===== src/rtl/sfc_pkg.sv =====
// ----------------------------------------------------------------------------
// sfc_pkg
// Shared types and constants of the SOH/STX/ETX frame checker.
// ----------------------------------------------------------------------------
package sfc_pkg;

  // frame marks
  localparam logic [7:0] MarkSoh = 8'h01;
  localparam logic [7:0] MarkStx = 8'h02;
  localparam logic [7:0] MarkEtx = 8'h03;

  localparam int unsigned ByteW   = 8;
  localparam int unsigned LenW    = 16;
  localparam int unsigned PosW    = LenW + 1;
  localparam int unsigned StatusW = 3;
  localparam int unsigned CfgIdxW = 1;

  localparam logic [PosW-1:0] ShortestFrame = PosW'(5);
  localparam logic [PosW-1:0] PayloadFirst  = PosW'(4);
  localparam logic [PosW-1:0] PosLimit      = {PosW{1'b1}};

  localparam logic [LenW-1:0] MinFrameReset = LenW'(5);
  localparam logic [LenW-1:0] MaxFrameReset = LenW'(5005);

  // register indexes of the configuration port
  localparam logic [CfgIdxW-1:0] RegMinFrame = 1'b0;
  localparam logic [CfgIdxW-1:0] RegMaxFrame = 1'b1;

  // command queue between the front and the back part
  localparam int unsigned QueueDepth = 3;
  localparam int unsigned QueuePtrW  = $clog2(QueueDepth);
  localparam int unsigned QueueCntW  = $clog2(QueueDepth + 1);

  typedef enum logic [StatusW-1:0] {
    StOk          = 3'd0,
    StTooShort    = 3'd1,
    StBadSoh      = 3'd2,
    StBadStx      = 3'd3,
    StBadEtx      = 3'd4,
    StSizeRange   = 3'd5,
    StLenMismatch = 3'd6
  } status_e;

  // one queue entry: the results caused by one input byte
  typedef struct packed {
    logic             has_payload;
    logic [ByteW-1:0] payload_byte;
    logic             has_verdict;
    status_e          status;
    logic [LenW-1:0]  declared_length;
  } cmd_t;

endpackage


===== src/rtl/sfc_if.sv =====
// ----------------------------------------------------------------------------
// sfc channel interfaces
// Valid/ready channels for input bytes, results and register writes.
// ----------------------------------------------------------------------------
interface sfc_in_if;
  logic       valid;
  logic       ready;
  logic [7:0] data_byte;
  logic       end_of_buffer;

  modport source (output valid, output data_byte, output end_of_buffer, input ready);
  modport sink (input valid, input data_byte, input end_of_buffer, output ready);
endinterface

interface sfc_out_if;
  logic        valid;
  logic        ready;
  logic        is_verdict;
  logic [7:0]  payload_byte;
  logic [2:0]  status;
  logic [15:0] declared_length;
  logic        last_of_run;

  modport source (output valid, output is_verdict, output payload_byte, output status,
                  output declared_length, output last_of_run, input ready);
  modport sink (input valid, input is_verdict, input payload_byte, input status,
                input declared_length, input last_of_run, output ready);
endinterface

interface sfc_cfg_if;
  logic        valid;
  logic        ready;
  logic [0:0]  index;
  logic [15:0] wdata;

  modport source (output valid, output index, output wdata, input ready);
  modport sink (input valid, input index, input wdata, output ready);
endinterface


===== src/rtl/sfc_front.sv =====
// ----------------------------------------------------------------------------
// sfc_front
// Accepts bytes, tracks the header, holds back payload bytes and builds the
// verdict on the final byte; pushes one command per byte that causes results.
// ----------------------------------------------------------------------------
module sfc_front (
  input  logic                 clk_i,
  input  logic                 rst_ni,
  sfc_in_if.sink               in_i,
  sfc_cfg_if.sink              cfg_i,
  input  logic                 q_full_i,
  output logic                 q_push_o,
  output sfc_pkg::cmd_t        q_cmd_o
);

  logic [sfc_pkg::LenW-1:0]  min_frame_q, max_frame_q;
  logic [sfc_pkg::PosW-1:0]  pos_q, size;
  logic [sfc_pkg::LenW-1:0]  len_q, len_d;
  logic                      soh_ok_q, soh_ok_d, stx_ok_q, stx_ok_d;
  logic [sfc_pkg::ByteW-1:0] held_q;
  logic                      held_vld_q;
  logic                      accept, payload_pos;
  sfc_pkg::status_e          status;

  assign in_i.ready  = !q_full_i;
  assign cfg_i.ready = 1'b1;
  assign accept      = in_i.valid && in_i.ready;

  assign payload_pos = pos_q >= sfc_pkg::PayloadFirst;
  assign size        = (pos_q == sfc_pkg::PosLimit) ? sfc_pkg::PosLimit
                                                    : pos_q + sfc_pkg::PosW'(1);

  always_comb begin
    len_d    = len_q;
    soh_ok_d = soh_ok_q;
    stx_ok_d = stx_ok_q;
    priority if (pos_q == sfc_pkg::PosW'(0)) begin
      soh_ok_d = (in_i.data_byte == sfc_pkg::MarkSoh);
    end else if (pos_q == sfc_pkg::PosW'(1)) begin
      len_d = {in_i.data_byte, 8'h00};
    end else if (pos_q == sfc_pkg::PosW'(2)) begin
      len_d = {len_q[15:8], in_i.data_byte};
    end else if (pos_q == sfc_pkg::PosW'(3)) begin
      stx_ok_d = (in_i.data_byte == sfc_pkg::MarkStx);
    end else begin
    end
  end

  always_comb begin
    priority if (size < sfc_pkg::ShortestFrame) begin
      status = sfc_pkg::StTooShort;
    end else if (!soh_ok_d) begin
      status = sfc_pkg::StBadSoh;
    end else if (!stx_ok_d) begin
      status = sfc_pkg::StBadStx;
    end else if (in_i.data_byte != sfc_pkg::MarkEtx) begin
      status = sfc_pkg::StBadEtx;
    end else if (size < {1'b0, min_frame_q} || size > {1'b0, max_frame_q}) begin
      status = sfc_pkg::StSizeRange;
    end else if ({1'b0, len_d} != size) begin
      status = sfc_pkg::StLenMismatch;
    end else begin
      status = sfc_pkg::StOk;
    end
  end

  always_comb begin
    q_cmd_o.has_payload     = payload_pos && held_vld_q;
    q_cmd_o.payload_byte    = held_q;
    q_cmd_o.has_verdict     = in_i.end_of_buffer;
    q_cmd_o.status          = status;
    // length field reads as zero until both of its bytes are in
    q_cmd_o.declared_length = (size >= sfc_pkg::PosW'(3)) ? len_d : '0;
  end

  assign q_push_o = accept && (q_cmd_o.has_payload || q_cmd_o.has_verdict);

  always_ff @(posedge clk_i or negedge rst_ni) begin
    if (!rst_ni) begin
      min_frame_q <= sfc_pkg::MinFrameReset;
      max_frame_q <= sfc_pkg::MaxFrameReset;
    end else if (cfg_i.valid && cfg_i.ready) begin
      unique case (cfg_i.index)
        sfc_pkg::RegMinFrame: min_frame_q <= cfg_i.wdata;
        sfc_pkg::RegMaxFrame: max_frame_q <= cfg_i.wdata;
        default: ;
      endcase
    end
  end

  always_ff @(posedge clk_i or negedge rst_ni) begin
    if (!rst_ni) begin
      pos_q      <= '0;
      len_q      <= '0;
      soh_ok_q   <= 1'b0;
      stx_ok_q   <= 1'b0;
      held_q     <= '0;
      held_vld_q <= 1'b0;
    end else if (accept) begin
      if (in_i.end_of_buffer) begin
        // buffer done, back to a clean frame
        pos_q      <= '0;
        len_q      <= '0;
        soh_ok_q   <= 1'b0;
        stx_ok_q   <= 1'b0;
        held_q     <= '0;
        held_vld_q <= 1'b0;
      end else begin
        pos_q    <= size;
        len_q    <= len_d;
        soh_ok_q <= soh_ok_d;
        stx_ok_q <= stx_ok_d;
        if (payload_pos) begin
          held_q     <= in_i.data_byte;
          held_vld_q <= 1'b1;
        end
      end
    end
  end

endmodule


===== src/rtl/sfc_queue.sv =====
// ----------------------------------------------------------------------------
// sfc_queue
// Small command queue that decouples the front from the result stage.
// ----------------------------------------------------------------------------
module sfc_queue (
  input  logic          clk_i,
  input  logic          rst_ni,
  input  logic          push_i,
  input  sfc_pkg::cmd_t cmd_i,
  output logic          full_o,
  input  logic          pop_i,
  output sfc_pkg::cmd_t cmd_o,
  output logic          empty_o
);

  sfc_pkg::cmd_t                  entries_q [sfc_pkg::QueueDepth];
  logic [sfc_pkg::QueuePtrW-1:0]  wr_ptr_q, rd_ptr_q;
  logic [sfc_pkg::QueueCntW-1:0]  count_q;
  logic                           do_push, do_pop;

  assign full_o  = count_q == sfc_pkg::QueueCntW'(sfc_pkg::QueueDepth);
  assign empty_o = count_q == '0;
  assign do_push = push_i && !full_o;
  assign do_pop  = pop_i && !empty_o;
  assign cmd_o   = entries_q[rd_ptr_q];

  function automatic logic [sfc_pkg::QueuePtrW-1:0] next_ptr(
    input logic [sfc_pkg::QueuePtrW-1:0] ptr
  );
    return (ptr == sfc_pkg::QueuePtrW'(sfc_pkg::QueueDepth - 1))
           ? '0 : ptr + sfc_pkg::QueuePtrW'(1);
  endfunction

  always_ff @(posedge clk_i or negedge rst_ni) begin
    if (!rst_ni) begin
      wr_ptr_q <= '0;
      rd_ptr_q <= '0;
      count_q  <= '0;
    end else begin
      if (do_push) begin
        wr_ptr_q <= next_ptr(wr_ptr_q);
      end
      if (do_pop) begin
        rd_ptr_q <= next_ptr(rd_ptr_q);
      end
      unique case ({do_push, do_pop})
        2'b10:   count_q <= count_q + sfc_pkg::QueueCntW'(1);
        2'b01:   count_q <= count_q - sfc_pkg::QueueCntW'(1);
        default: ;
      endcase
    end
  end

  always_ff @(posedge clk_i) begin
    if (do_push) begin
      entries_q[wr_ptr_q] <= cmd_i;
    end
  end

endmodule


===== src/rtl/sfc_back.sv =====
// ----------------------------------------------------------------------------
// sfc_back
// Result stage: expands each queued command into its payload result and
// verdict result and holds them in the output register.
// ----------------------------------------------------------------------------
module sfc_back (
  input  logic          clk_i,
  input  logic          rst_ni,
  input  sfc_pkg::cmd_t cmd_i,
  input  logic          empty_i,
  output logic          pop_o,
  sfc_out_if.source     out_o
);

  logic                      out_vld_q;
  logic                      verdict_next_q;
  logic                      load, emit_payload;
  logic                      is_verdict_q;
  logic [sfc_pkg::ByteW-1:0] payload_q;
  sfc_pkg::status_e          status_q;
  logic [sfc_pkg::LenW-1:0]  len_q;

  // output register free for a new transaction and a command waiting in the queue
  assign load         = (!out_vld_q || out_o.ready) && !empty_i;
  assign emit_payload = cmd_i.has_payload && !verdict_next_q;
  assign pop_o        = load && !(emit_payload && cmd_i.has_verdict);

  always_ff @(posedge clk_i or negedge rst_ni) begin
    if (!rst_ni) begin
      out_vld_q      <= 1'b0;
      verdict_next_q <= 1'b0;
    end else begin
      if (load) begin
        out_vld_q      <= 1'b1;
        verdict_next_q <= emit_payload && cmd_i.has_verdict;
      end else if (out_o.ready) begin
        out_vld_q <= 1'b0;
      end
    end
  end

  always_ff @(posedge clk_i) begin
    if (load) begin
      if (emit_payload) begin
        is_verdict_q <= 1'b0;
        payload_q    <= cmd_i.payload_byte;
        status_q     <= sfc_pkg::StOk;
        len_q        <= '0;
      end else begin
        is_verdict_q <= 1'b1;
        payload_q    <= '0;
        status_q     <= cmd_i.status;
        len_q        <= cmd_i.declared_length;
      end
    end
  end

  assign out_o.valid           = out_vld_q;
  assign out_o.is_verdict      = is_verdict_q;
  assign out_o.payload_byte    = payload_q;
  assign out_o.status          = sfc_pkg::StatusW'(status_q);
  assign out_o.declared_length = len_q;
  assign out_o.last_of_run     = is_verdict_q;

endmodule


===== src/rtl/soh_stx_etx_frame_checker_top.sv =====
// ----------------------------------------------------------------------------
// soh_stx_etx_frame_checker_top
// Checks SOH / length / STX / payload / ETX frames one byte per transaction.
// ----------------------------------------------------------------------------
// Accepts one byte per clock while the command queue is not full. Payload
// bytes come out one byte late and are tentative until the verdict, which
// follows the final byte of each buffer with status and declared length. The
// result register emits one transaction per clock while the receiver is
// ready; a final byte that releases a payload byte as well as the verdict
// needs two result transactions, which the three-entry command queue absorbs,
// so the input keeps one byte per clock unless the result side stalls. A
// result passes from the command queue into the output register, later
// while earlier results still wait; the verdict follows a released payload.
// Registers min/max frame size may be written while the checker is idle.
module soh_stx_etx_frame_checker_top (
  input  logic       clk_i,
  input  logic       rst_ni,
  sfc_in_if.sink     in_i,
  sfc_cfg_if.sink    cfg_i,
  sfc_out_if.source  out_o
);

  logic          q_push, q_full, q_pop, q_empty;
  sfc_pkg::cmd_t push_cmd, head_cmd;

  sfc_front u_front (
    .clk_i    (clk_i),
    .rst_ni   (rst_ni),
    .in_i     (in_i),
    .cfg_i    (cfg_i),
    .q_full_i (q_full),
    .q_push_o (q_push),
    .q_cmd_o  (push_cmd)
  );

  sfc_queue u_queue (
    .clk_i   (clk_i),
    .rst_ni  (rst_ni),
    .push_i  (q_push),
    .cmd_i   (push_cmd),
    .full_o  (q_full),
    .pop_i   (q_pop),
    .cmd_o   (head_cmd),
    .empty_o (q_empty)
  );

  sfc_back u_back (
    .clk_i   (clk_i),
    .rst_ni  (rst_ni),
    .cmd_i   (head_cmd),
    .empty_i (q_empty),
    .pop_o   (q_pop),
    .out_o   (out_o)
  );

endmodule


===== src/flat_wrapper.sv =====
// flat-port wrapper written by rule: the top's interface ports become plain ports
module soh_stx_etx_frame_checker_top_flat 
  (clk_i, rst_ni, in_i_valid, in_i_data_byte, in_i_end_of_buffer, in_i_ready, cfg_i_valid, cfg_i_index, cfg_i_wdata, cfg_i_ready, out_o_valid, out_o_is_verdict, out_o_payload_byte, out_o_status, out_o_declared_length, out_o_last_of_run, out_o_ready);
  sfc_in_if in_i_i ();
  sfc_cfg_if cfg_i_i ();
  sfc_out_if out_o_i ();
  input  logic clk_i;
  input  logic rst_ni;
  input wire logic [$bits(in_i_i.valid)-1:0] in_i_valid;
  input wire logic [$bits(in_i_i.data_byte)-1:0] in_i_data_byte;
  input wire logic [$bits(in_i_i.end_of_buffer)-1:0] in_i_end_of_buffer;
  output wire logic [$bits(in_i_i.ready)-1:0] in_i_ready;
  input wire logic [$bits(cfg_i_i.valid)-1:0] cfg_i_valid;
  input wire logic [$bits(cfg_i_i.index)-1:0] cfg_i_index;
  input wire logic [$bits(cfg_i_i.wdata)-1:0] cfg_i_wdata;
  output wire logic [$bits(cfg_i_i.ready)-1:0] cfg_i_ready;
  output wire logic [$bits(out_o_i.valid)-1:0] out_o_valid;
  output wire logic [$bits(out_o_i.is_verdict)-1:0] out_o_is_verdict;
  output wire logic [$bits(out_o_i.payload_byte)-1:0] out_o_payload_byte;
  output wire logic [$bits(out_o_i.status)-1:0] out_o_status;
  output wire logic [$bits(out_o_i.declared_length)-1:0] out_o_declared_length;
  output wire logic [$bits(out_o_i.last_of_run)-1:0] out_o_last_of_run;
  input wire logic [$bits(out_o_i.ready)-1:0] out_o_ready;
  assign in_i_i.valid = in_i_valid;
  assign in_i_i.data_byte = in_i_data_byte;
  assign in_i_i.end_of_buffer = in_i_end_of_buffer;
  assign in_i_ready = in_i_i.ready;
  assign cfg_i_i.valid = cfg_i_valid;
  assign cfg_i_i.index = cfg_i_index;
  assign cfg_i_i.wdata = cfg_i_wdata;
  assign cfg_i_ready = cfg_i_i.ready;
  assign out_o_valid = out_o_i.valid;
  assign out_o_is_verdict = out_o_i.is_verdict;
  assign out_o_payload_byte = out_o_i.payload_byte;
  assign out_o_status = out_o_i.status;
  assign out_o_declared_length = out_o_i.declared_length;
  assign out_o_last_of_run = out_o_i.last_of_run;
  assign out_o_i.ready = out_o_ready;
  soh_stx_etx_frame_checker_top u_core (.clk_i(clk_i), .rst_ni(rst_ni), .in_i(in_i_i), .cfg_i(cfg_i_i), .out_o(out_o_i));
endmodule

===== config.mk =====
export PLATFORM = sky130hd
export DESIGN_NAME = soh_stx_etx_frame_checker_top_flat
export DESIGN_NICKNAME = d
export VERILOG_FILES = /design/src/rtl/sfc_pkg.sv /design/src/rtl/sfc_if.sv /design/src/rtl/sfc_front.sv /design/src/rtl/sfc_queue.sv /design/src/rtl/sfc_back.sv /design/src/rtl/soh_stx_etx_frame_checker_top.sv /design/src/flat_wrapper.sv
export SDC_FILE = /design/constraint.sdc
export NUM_CORES = 1
export LEC_CHECK = 0
export ABC_AREA = 1
export BUFFER_PORTS_ARGS = -buffer_cell sky130_fd_sc_hd__buf_2
export CAP_MARGIN = 5
export CORE_UTILIZATION = 40
export DETAILED_ROUTE_END_ITERATION = 8
export GPL_ROUTABILITY_DRIVEN = 0
export PLACE_DENSITY_LB_ADDON = 0.3
export SLEW_MARGIN = 10
export SYNTH_ARGS = -nofsm -noshare
export SYNTH_HDL_FRONTEND = slang
export SYNTH_HIERARCHICAL = 1
export SYNTH_SLANG_ARGS = --single-unit

===== constraint.sdc =====
create_clock -name clk_i -period 7 [get_ports clk_i]
set_input_delay 0.35 -clock clk_i [delete_from_list [all_inputs] [get_ports clk_i]]
set_output_delay 0.35 -clock clk_i [all_outputs]
set_load 0.02 [all_outputs]

# Word level (Yosys, flattened, before mapping)

Memories as Yosys holds them, arrays and structs flattened.
Cells that the tools add are included.
W data, S select, Z words.

Register bits: 112
Latch bits: 0
Bits in writable memories: 87
Memory bits (read-only): 0
Bits of input ports: 31
Output and inout port bits: 32
Logic and storage cells: 99
Memories: 1

Memory list:

| memory                   | words | width | read ports | clocked after memory_dff | write ports | RTL line        | text |
|---|---|---|---|---|---|---|---|
| u_core.u_queue.entries_q | 3     | 29    | 1          | 0                        | 1           | sfc_queue.sv:16 | `sfc_pkg::cmd_t entries_q [sfc_pkg::QueueDepth];` |

Add/sub/neg operators: 5
Multipliers: 0
Divide/modulo/power cells: 0
$lt $le $gt $ge: 5
Equality and inequality tests: 13
Shifts and indexed selects: 0
Multiplexer cells: 32
Bitwise logic cells: 1
Reductions and logical operators: 25

Operator list:

| cell                    | count |
|---|---|
| $mux W16                | 4 |
| $eq A17 B2 Y1 const B   | 2 |
| $mux W17                | 2 |
| $mux W8                 | 3 |
| $mux W3                 | 6 |
| $add A17 B1 Y17 const B | 1 |
| $eq A17 B1 Y1 const B   | 1 |
| $eq A17 B17 Y1 const B  | 1 |
| $ge A17 B2 Y1 const B   | 1 |
| $ge A17 B3 Y1 const B   | 1 |
| $gt A17 B16 Y1          | 1 |
| $logic_not A17 Y1       | 1 |
| $lt A17 B16 Y1          | 1 |
| $lt A17 B3 Y1 const B   | 1 |
| $ne A16 B17 Y1          | 1 |
| $mux W1                 | 14 |
| $logic_and A1 B1 Y1     | 9 |
| $eq A2 B2 Y1 const B    | 4 |
| $eq A8 B1 Y1 const B    | 1 |
| $eq A8 B2 Y1 const B    | 1 |
| $ne A8 B2 Y1 const B    | 1 |
| $add A2 B1 Y2 const B   | 3 |
| $reduce_and A2 Y1       | 3 |
| $reduce_bool A2 Y1      | 3 |
| other kinds (8)         | 15 |

# Longest topological paths before layout

Gate-level depths: netlist of the first run.

Depth in word-level cells: 11
Mapped depth: 20
Mapped depth without buffers: 20

# Modules after synthesis

Netlist of the first run, hierarchy kept.

By module, submodules not included:

| module    | instances | cells each | area an instance (sq um) | seq. area each (sq um) |
|---|---|---|---|---|
| sfc_front | 1         | 770        | 5429.0                   | 1913.1 |
| sfc_queue | 1         | 255        | 3777.4                   | 2762.6 |
| sfc_back  | 1         | 102        | 1191.1                   | 890.9 |

# Worst setup path after synthesis of the first run

No wires, ideal clock.

Path kind: reg-to-reg
Start point: reg u_core/u_front/pos_q[16] in the netlist's numbering
End point: mem u_core/u_queue/entries_q[2][0] in the netlist's numbering, enable pin
Setup time: 0.451 ns
Arrival time: 3.314 ns
Required time: 6.549 ns
Slack: 3.235 ns
Cell stages (with the launch flop): 12
Buffers on the path: 1
Period minus slack after synthesis: 3.765 ns
Path through: dfrtp_1 > buf_2 > nor2_2 > nand2_2 > nor2_8 > nand2_2 > inv_1 > nor2_1 > nor2_1 > nor2_1 > nand2_2 > nor3_1

RTL lines:

| what                   | RTL line         | text |
|---|---|---|
| from (decl)            | sfc_front.sv:17  | `logic [sfc_pkg::PosW-1:0] pos_q, size;` |
| from (signal assigned) | sfc_front.sv:109 | `pos_q <= size;` |
| to (decl)              | sfc_queue.sv:16  |  |

==> results.sh, run 1 <==
export IMPL_placementRows=58
export IMPL_drive_above_1_share_pct=18.8
export IMPL_design_area_sq_um=11600
export IMPL_postCtsSetupRepairBufs=0
export IMPL_synth_common_cells="nand2_1 (280), inv_1 (155), edfxtp_1 (115)"
export IMPL_core_sq_um=25300
export IMPL_root_buffer="clkbuf_16"
export IMPL_setup_viol=0
export IMPL_antenna_found_initial=0
export IMPL_syn_to_final_growth_pct=11.1
export IMPL_synth_most_common_cell="nand2_1"
export IMPL_pin_count=63
export IMPL_hold_path_class="in -> reg"
export IMPL_placement_cell_area_sq_um=11000
export IMPL_avgRoutedWirePerCell_um=15.3
export IMPL_dieWidth_um=163
export IMPL_yosys_top_cells_area="edfxtp_1 (33%), dfrtp_1 (18%), nand2_1 (10%)"
export IMPL_dr_pass1_iters=6
export IMPL_ys_seq_area_share_pct=53.5
export IMPL_fin_crit_sh_pct=50.8
export IMPL_slew_viol_final=0
export IMPL_regArea_sq_um=5570
export IMPL_cp_arrival_ps=3820
export IMPL_die_y_um=163
export IMPL_p_sw_uw=1730
export IMPL_remaining_drc_errors=0
export IMPL_intPower_uw=2580
export IMPL_grt_pass1_wl_mm=38.4
export IMPL_min_period_ps=3560
export IMPL_vdd_drop_max_v=0.000230
export IMPL_max_slew_margin_pct=21.1
export IMPL_antenna_cells=0
export IMPL_grt_pass1_vias=7479
export IMPL_worstMarginPinSlew_ps=1180
export IMPL_ys_warnings_count=6
export IMPL_synth_seq_cells=199
export IMPL_post_cts_resized=0
export IMPL_track_usage_pct=18.6
export IMPL_cts_sinks=199
export IMPL_max_cap_violations=0
export IMPL_fin_util_pct=45.6
export IMPL_fill_cells=2428
export IMPL_synth_edf_count=115
export IMPL_grt_max_degree=77
export IMPL_fmax_mhz=281
export IMPL_dpl_hpwl_mm=16.6
export IMPL_hp_start="cfg_i_wdata[8]"
export IMPL_clkSlewWorstSetupHoldPaths_ps=80
export IMPL_path_class="reg -> reg"
export IMPL_crit_path_max_fanout=13
export IMPL_outcome="finished clean"
export IMPL_p_clk_share_pct=22.3
export IMPL_timing_setup_tns_ps=0
export IMPL_ant_nets=0
export IMPL_reg2reg_to="u_core/u_queue/entries_q[2][17]$_DFFE_PP_"
export IMPL_hold_viol=0
export IMPL_crit_required_ps=7260
export IMPL_drt_iter0_drc=564
export IMPL_synth_top_cell_by_area="edfxtp_1"
export IMPL_clkLatencyLatePin_ps=450
export IMPL_postCtsHoldBufs=1
export IMPL_end_kind="flop"
export IMPL_synth_area_sq_um=10400
export IMPL_cts_max_level=4
export IMPL_hold_depth=3
export IMPL_grt_setup_unrepaired="no"
export IMPL_holdPathEnd="u_core/u_front/max_frame_q[8]$_DFFE_PN1P_"
export IMPL_worstRegToRegCells=18
export IMPL_cts_buffers=17
export IMPL_vias_per_cell=5.05
export IMPL_synth_fp_nets=1194
export IMPL_synth_cell_types=43
export IMPL_wirelength_mm=23.3
export IMPL_syn_area_per_cell_sq_um=9.23
export IMPL_finalClockSkew_ps=19.2
export IMPL_final_net_count=1251
export IMPL_cellPowerDensity_nw_per_um2=373
export IMPL_p_sw_share_pct=40.2
export IMPL_netlist_area_leader_share_pct=33.2
export IMPL_ys_async_sr_fraction_pct=42.2
export IMPL_r2r_slack_ps=3440
export IMPL_p_comb_share_pct=37.9
export IMPL_initial_core_util_pct=41.1
export IMPL_synth_flop_cell="edfxtp_1"
export IMPL_startpoint_type="flop"
export IMPL_reg2reg_from="u_core/u_front/pos_q[0]$_DFFE_PN0P_"
export IMPL_syn_instance_count=1127
export IMPL_cp_startpoint="u_core/u_front/pos_q[0]$_DFFE_PN0P_"
export IMPL_multiInputGateArea_sq_um=3940
export IMPL_cts_buffer_depth=2
export IMPL_design_die_area_sq_um=26600
export IMPL_cts_tree="yes"
export IMPL_via_count=7707
export IMPL_grt_remaining_overflow=0
export IMPL_pwr_share_seq_pct=39.8
export IMPL_leakagePower_uw=0.00553
export IMPL_port_buffers=61
[per-stage QoR]
stage                     worst slack [ps]  instances  hold slack (ps)  power [uW]
after global placement                3660       1494              182        3350
after detailed placement              3510       1494              181        3370
after global routing                  2990       1527              140        4610
final                                 3440       1527              142        4310
after floorplan                       3230       1127             54.4        2990
after CTS                             3490       1527              127        4350
[state kept, by name, summed over array words and instances, names as in the netlist, 2 cells and up]
name,flops
u_core/u_back/out_o.declared_length,16
u_core/u_back/out_o.payload_byte,8
u_core/u_front/min_frame_q,16
u_core/u_front/max_frame_q,16
u_core/u_front/held_q,8
u_core/u_queue/entries_q,87
u_core/u_front/len_q,16
u_core/u_queue/count_q,2
u_core/u_front/pos_q,17
u_core/u_back/out_o.status,3
u_core/u_queue/wr_ptr_q,2
u_core/u_queue/rd_ptr_q,2
[power by group through the flow]
| stage | clock, uW | sequential, uW | combinational (uW) |
|---|---|---|---|
| finish | 964 | 1720 | 1630 |
| global route | 1030 | 1750 | 1830 |
| CTS | 988 | 1720 | 1640 |
| detailed placement | 0 | 1740 | 1630 |
| global placement | 0 | 1740 | 1620 |
| floorplan | 0 | 1840 | 1150 |
[worst max path at each step]
stage,to
floorplan,u_core/u_queue/entries_q[2][0]$_DFFE_PP_
detailed placement,u_core/u_queue/entries_q[0][17]$_DFFE_PP_
global route,u_core/u_queue/entries_q[0][17]$_DFFE_PP_
global placement,u_core/u_queue/entries_q[0][17]$_DFFE_PP_
finish,u_core/u_queue/entries_q[2][17]$_DFFE_PP_
CTS,u_core/u_queue/entries_q[0][17]$_DFFE_PP_
[worst max-delay path, stage by stage, from the launching register on]
cell,delay (ps)
dfrtp_1,470
ha_1,300
nand2_1,140
nor2_4,70
nand2_4,90
nor2_8,60
nand2_4,220
inv_1,100
nor2_1,300
inv_1,170
ha_1,360
nand4_1,100
nor4_1,250
nand2_1,80
nand2_1,80
nand2_1,140
nor2_1,160
nand2_1,70
a21oi_1,200
[per-layer routing]
metal | wire length, um | track usage (%) | up-vias
met5 | 0 | 0 | -
met4 | 413 | 5.99 | 0
met3 | 1210 | 3.40 | 34
met2 | 10800 | 30.3 | 234
met1 | 10900 | 25.1 | 3636
li1 | - | - | 3803
[layout make-up]
| cell class | count | share of cell area, % |
|---|---|---|
| sequential | 199 | 48.2 |
| multi-input combinational | 713 | 34.1 |
| inverter | 183 | 5.94 |
| clock buffer | 18 | 3.71 |
| tap | 330 | 3.57 |
| timing repair buffer | 70 | 3.27 |
| clock inverter | 14 | 1.23 |
[cells in the final DEF (no fill, tap or decap), types with 3 or more instances in the layout]
cell type / netlist / routed
o21ai_1: 6 / 6
ha_1: 36 / 36
dfrtp_1: 75 / 75
edfxtp_1: 115 / 115
nor2_4: 6 / 6
o22ai_1: 25 / 25
nand3b_1: 4 / 4
buf_2: 5 / 60
nand3_2: 31 / 31
a21oi_1: 22 / 21
nor3_1: 4 / 3
nand2_2: 15 / 15
dfstp_2: 9 / 9
nor4_1: 3 / 3
o21ai_0: 54 / 54
clkbuf_16: 0 / 17
nand4_1: 33 / 33
nor2_1: 91 / 89
buf_4: 6 / 9
nand2_4: 24 / 24
inv_1: 155 / 155
nand2_1: 280 / 280
nor2_2: 4 / 6
nand3_1: 56 / 56
inv_2: 27 / 27
a211oi_1: 3 / 3
inv_8: 0 / 7
[logic make-up (layout without fill, tap and decap cells)]
family | after synthesis | after routing | synth area share [%]
AND/OR/NAND/NOR | 558 | 558 | 26.9
buffers and inverters | 215 | 285 | 8.71
flip-flops | 199 | 199 | 53.5
AO/OA/AOI/OAI | 115 | 115 | 6.22
adder cells (fa/ha/maj) | 36 | 36 | 4.33
XOR/XNOR | 3 | 3 | 0.253
other | 1 | 1 | 0.0361
Note: power is estimated with default switching activity, not from simulation.
==> run 2, diff against run 1 <==
Settings changed: ABC_AREA 1 to 0.
Clock period 7 ns to 3.6 ns, I/O delays scaled along.
==> run 2 against run 1 <==
Against the previous run: largest cell class unchanged; register-to-register slack lost 3300 ps; via count shrank 13%; global-route usage shrank 0.81 points; synthesized cell count shrank 25%; highest routed layer unchanged; sequential cell count is the same; maximum frequency grew 3.0%; critical path depth shrank 4.
==> results.sh, run 2 <==
export IMPL_finalClockSkew_ps=12.2
export IMPL_design_area_sq_um=11600
export IMPL_holdWs_ps=72.6
export IMPL_synth_fa_ha_area_share_pct=4.57
export IMPL_ys_seq_area_share_pct=56.5
export IMPL_fill_cells=2202
export IMPL_crit_path_end="u_core/u_queue/entries_q[1][16]$_DFFE_PP_"
export IMPL_clkLatencyLatePin_ps=430
export IMPL_grt_pass1_vias=6512
export IMPL_synth_xor_area_share_pct=2.49
export IMPL_wirelength_mm=21.9
export IMPL_clkSlewWorstSetupHoldPaths_ps=80
export IMPL_synth_fp_nets=911
export IMPL_synth_common_cells="edfxtp_1 (115), nand2_1 (99), o21ai_0 (77)"
export IMPL_synth_seq_cells=199
export IMPL_outcome="finished clean"
export IMPL_yosys_area_share_simple_pct=13.8
export IMPL_setup_viol=0
export IMPL_syn_instance_count=844
export IMPL_drive_above_1_share_pct=25.2
export IMPL_dieWidth_um=159
export IMPL_via_count=6687
export IMPL_max_slew_margin_pct=30.1
export IMPL_ys_async_sr_fraction_pct=42.2
export IMPL_placement_cell_area_sq_um=10800
export IMPL_cts_buffers=17
export IMPL_dr_pass1_iters=5
export IMPL_worstRegToRegCells=14
export IMPL_avgRoutedWirePerCell_um=16.9
export IMPL_startpoint_type="flop"
export IMPL_max_stage_delay_ps=450
export IMPL_synth_top_cell_by_area="edfxtp_1"
export IMPL_fmax_mhz=290
export IMPL_remaining_drc_errors=0
export IMPL_top_register="u_core/u_queue/entries_q"
export IMPL_synth_edf_count=115
export IMPL_timing_setup_tns_ps=0
export IMPL_grt_setup_unrepaired="yes"
export IMPL_dpl_hpwl_mm=15.6
export IMPL_path_class="reg -> reg"
export IMPL_post_place_cells=1242
export IMPL_initial_core_util_pct=40.6
export IMPL_path_cells="ha_2 -> nand3_2 -> or2_4 -> or3_4 -> nand2b_1 -> ha_1 -> a21oi_1 -> nor2b_1 -> o21ai_0 -> a21boi_0 -> o31a_1 -> nor2_1 -> nor3_1 -> a211o_1"
export IMPL_crit_family="simple AND/OR/NAND/NOR gates"
export IMPL_r2r_slack_ps=150
export IMPL_placementRows=57
export IMPL_core_sq_um=24200
export IMPL_port_buffers=61
export IMPL_cts_buffer_depth=2
export IMPL_antenna_found_initial=0
export IMPL_synth_area_sq_um=9850
export IMPL_mostFrequentLayoutCell="edfxtp_1"
export IMPL_cts_tree="yes"
export IMPL_synth_cell_types=73
export IMPL_syn_to_final_growth_pct=18.3
export IMPL_reg2reg_from="u_core/u_front/pos_q[1]$_DFFE_PN0P_"
export IMPL_worstMarginPinSlew_ps=1040
export IMPL_synth_flop_cell="edfxtp_1"
export IMPL_grt_max_degree=65
export IMPL_fin_crit_sh_pct=95.9
export IMPL_drt_iter0_drc=526
export IMPL_hold_viol=0
export IMPL_cts_sinks=199
export IMPL_synth_most_common_cell="edfxtp_1"
export IMPL_cp_buffers_inverters=0
export IMPL_grt_remaining_overflow=0
export IMPL_track_usage_pct=17.8
export IMPL_cp_arrival_ps=3630
export IMPL_slew_viol_final=0
export IMPL_ys_warnings_count=6
export IMPL_design_die_area_sq_um=25200
export IMPL_min_period_ps=3450
export IMPL_synth_top_family_by_area="simple AND/OR/NAND/NOR gates"
export IMPL_leakagePower_uw=0.00491
export IMPL_hold_depth=2
export IMPL_reg_top3="u_core/u_queue/entries_q (87), u_core/u_front/pos_q (17)"
export IMPL_grt_pass1_wl_mm=34.9
export IMPL_yosys_top_cells_area="edfxtp_1 (35%), dfrtp_1 (19%), ha_1 (4.6%)"
export IMPL_synth_compound_area_share_pct=12.2
export IMPL_cp_startpoint="u_core/u_front/pos_q[1]$_DFFE_PN0P_"
export IMPL_reg2reg_to="u_core/u_queue/entries_q[1][16]$_DFFE_PP_"
export IMPL_vias_per_cell=5.17
export IMPL_vdd_drop_max_v=0.000345
export IMPL_hold_path_class="in -> reg"
export IMPL_max_cap_violations=0
export IMPL_power_total_uw=7950
export IMPL_final_cell_count_no_fill=1294
export IMPL_largest_reg_flops=87
export IMPL_crit_path_max_fanout=8
export IMPL_final_net_count=1024
export IMPL_cellPowerDensity_nw_per_um2=683
export IMPL_synthMuxAreaShare_pct=5.67
export IMPL_end_kind="flop"
export IMPL_crit_required_ps=3770
export IMPL_antenna_cells=0
export IMPL_ant_nets=0
export IMPL_root_buffer="clkbuf_16"
export IMPL_pin_count=63
export IMPL_netlist_area_leader_share_pct=35.1
export IMPL_slowest_stage="or3_4"
export IMPL_die_y_um=159
export IMPL_mostFrequentLayoutCells="edfxtp_1 (115), nand2_1 (98), o21ai_0 (76)"
export IMPL_cts_max_level=4
export IMPL_syn_area_per_cell_sq_um=11.7
export IMPL_cp_depth=14
==> run 2: routing by layer <==
layer / up-vias / GRT usage, % / wire [um]
met4: 0 / 6.25 / 489
met5: - / 0 / 0
met1: 3225 / 23.7 / 10000
met2: 158 / 29.4 / 10600
met3: 33 / 3.00 / 789
li1: 3271 / - / -
==> run 2: cell families after synthesis <==
logic type      count (synthesis)
other cells                     1
fa+ha+maj                      36
flops                         199
simple gates                  250
xor+xnor                       28
mux                            53
buf+inv                        94
compound gates                183
==> run 2: per-stage QoR <==
stage	worst slack [ps]	util, %
2_1_floorplan	132	-
3_3_place_gp	30.3	44.3
3_5_place_dp	-82.6	44.3
4_1_cts	70.5	47.6
5_1_grt	-44.4	48.0
6_report	147	48.0
==> run 2: power breakdown <==
part | switching, uW | internal [uW] | leakage [uW]
registers | 229 | 3050 | 0.00215
logic | 1700 | 1070 | 0.00248
clock network | 959 | 941 | 0.000282
==> run 2: final cells by class <==
class	instances	area (sq um)	area share (%)
Timing Repair Buffer	138	931	7.99
Multi-Input combinational cell	551	3960	33.9
Sequential cell	199	5570	47.8
Tap cell	324	405	3.48
Clock buffer	17	425	3.65
Clock inverter	15	179	1.54
Inverter	50	188	1.61
==> run 2: how the worst min path moves through the flow <==
stage,from,to,slack [ps]
global route,in_i_data_byte[5],u_core/u_front/len_q[13]$_DFFE_PN0P_,60
CTS,in_i_data_byte[3],u_core/u_front/len_q[11]$_DFFE_PN0P_,60
floorplan,rst_ni,u_core/u_back/out_o.valid$_DFFE_PN0P_,-120
detailed placement,rst_ni,u_core/u_front/max_frame_q[11]$_DFFE_PN0P_,340
global placement,rst_ni,u_core/u_front/min_frame_q[9]$_DFFE_PN0P_,330
finish,in_i_data_byte[3],u_core/u_front/len_q[11]$_DFFE_PN0P_,70
==> run 2: repair_timing <==
item,4_1_cts,5_1_grt
gates resized for setup,3,19
endpoints found under the hold margin,90,0
endpoints found under the setup margin,6,9
setup buffers,0,2
hold buffers,18,0
pin swaps,0,4
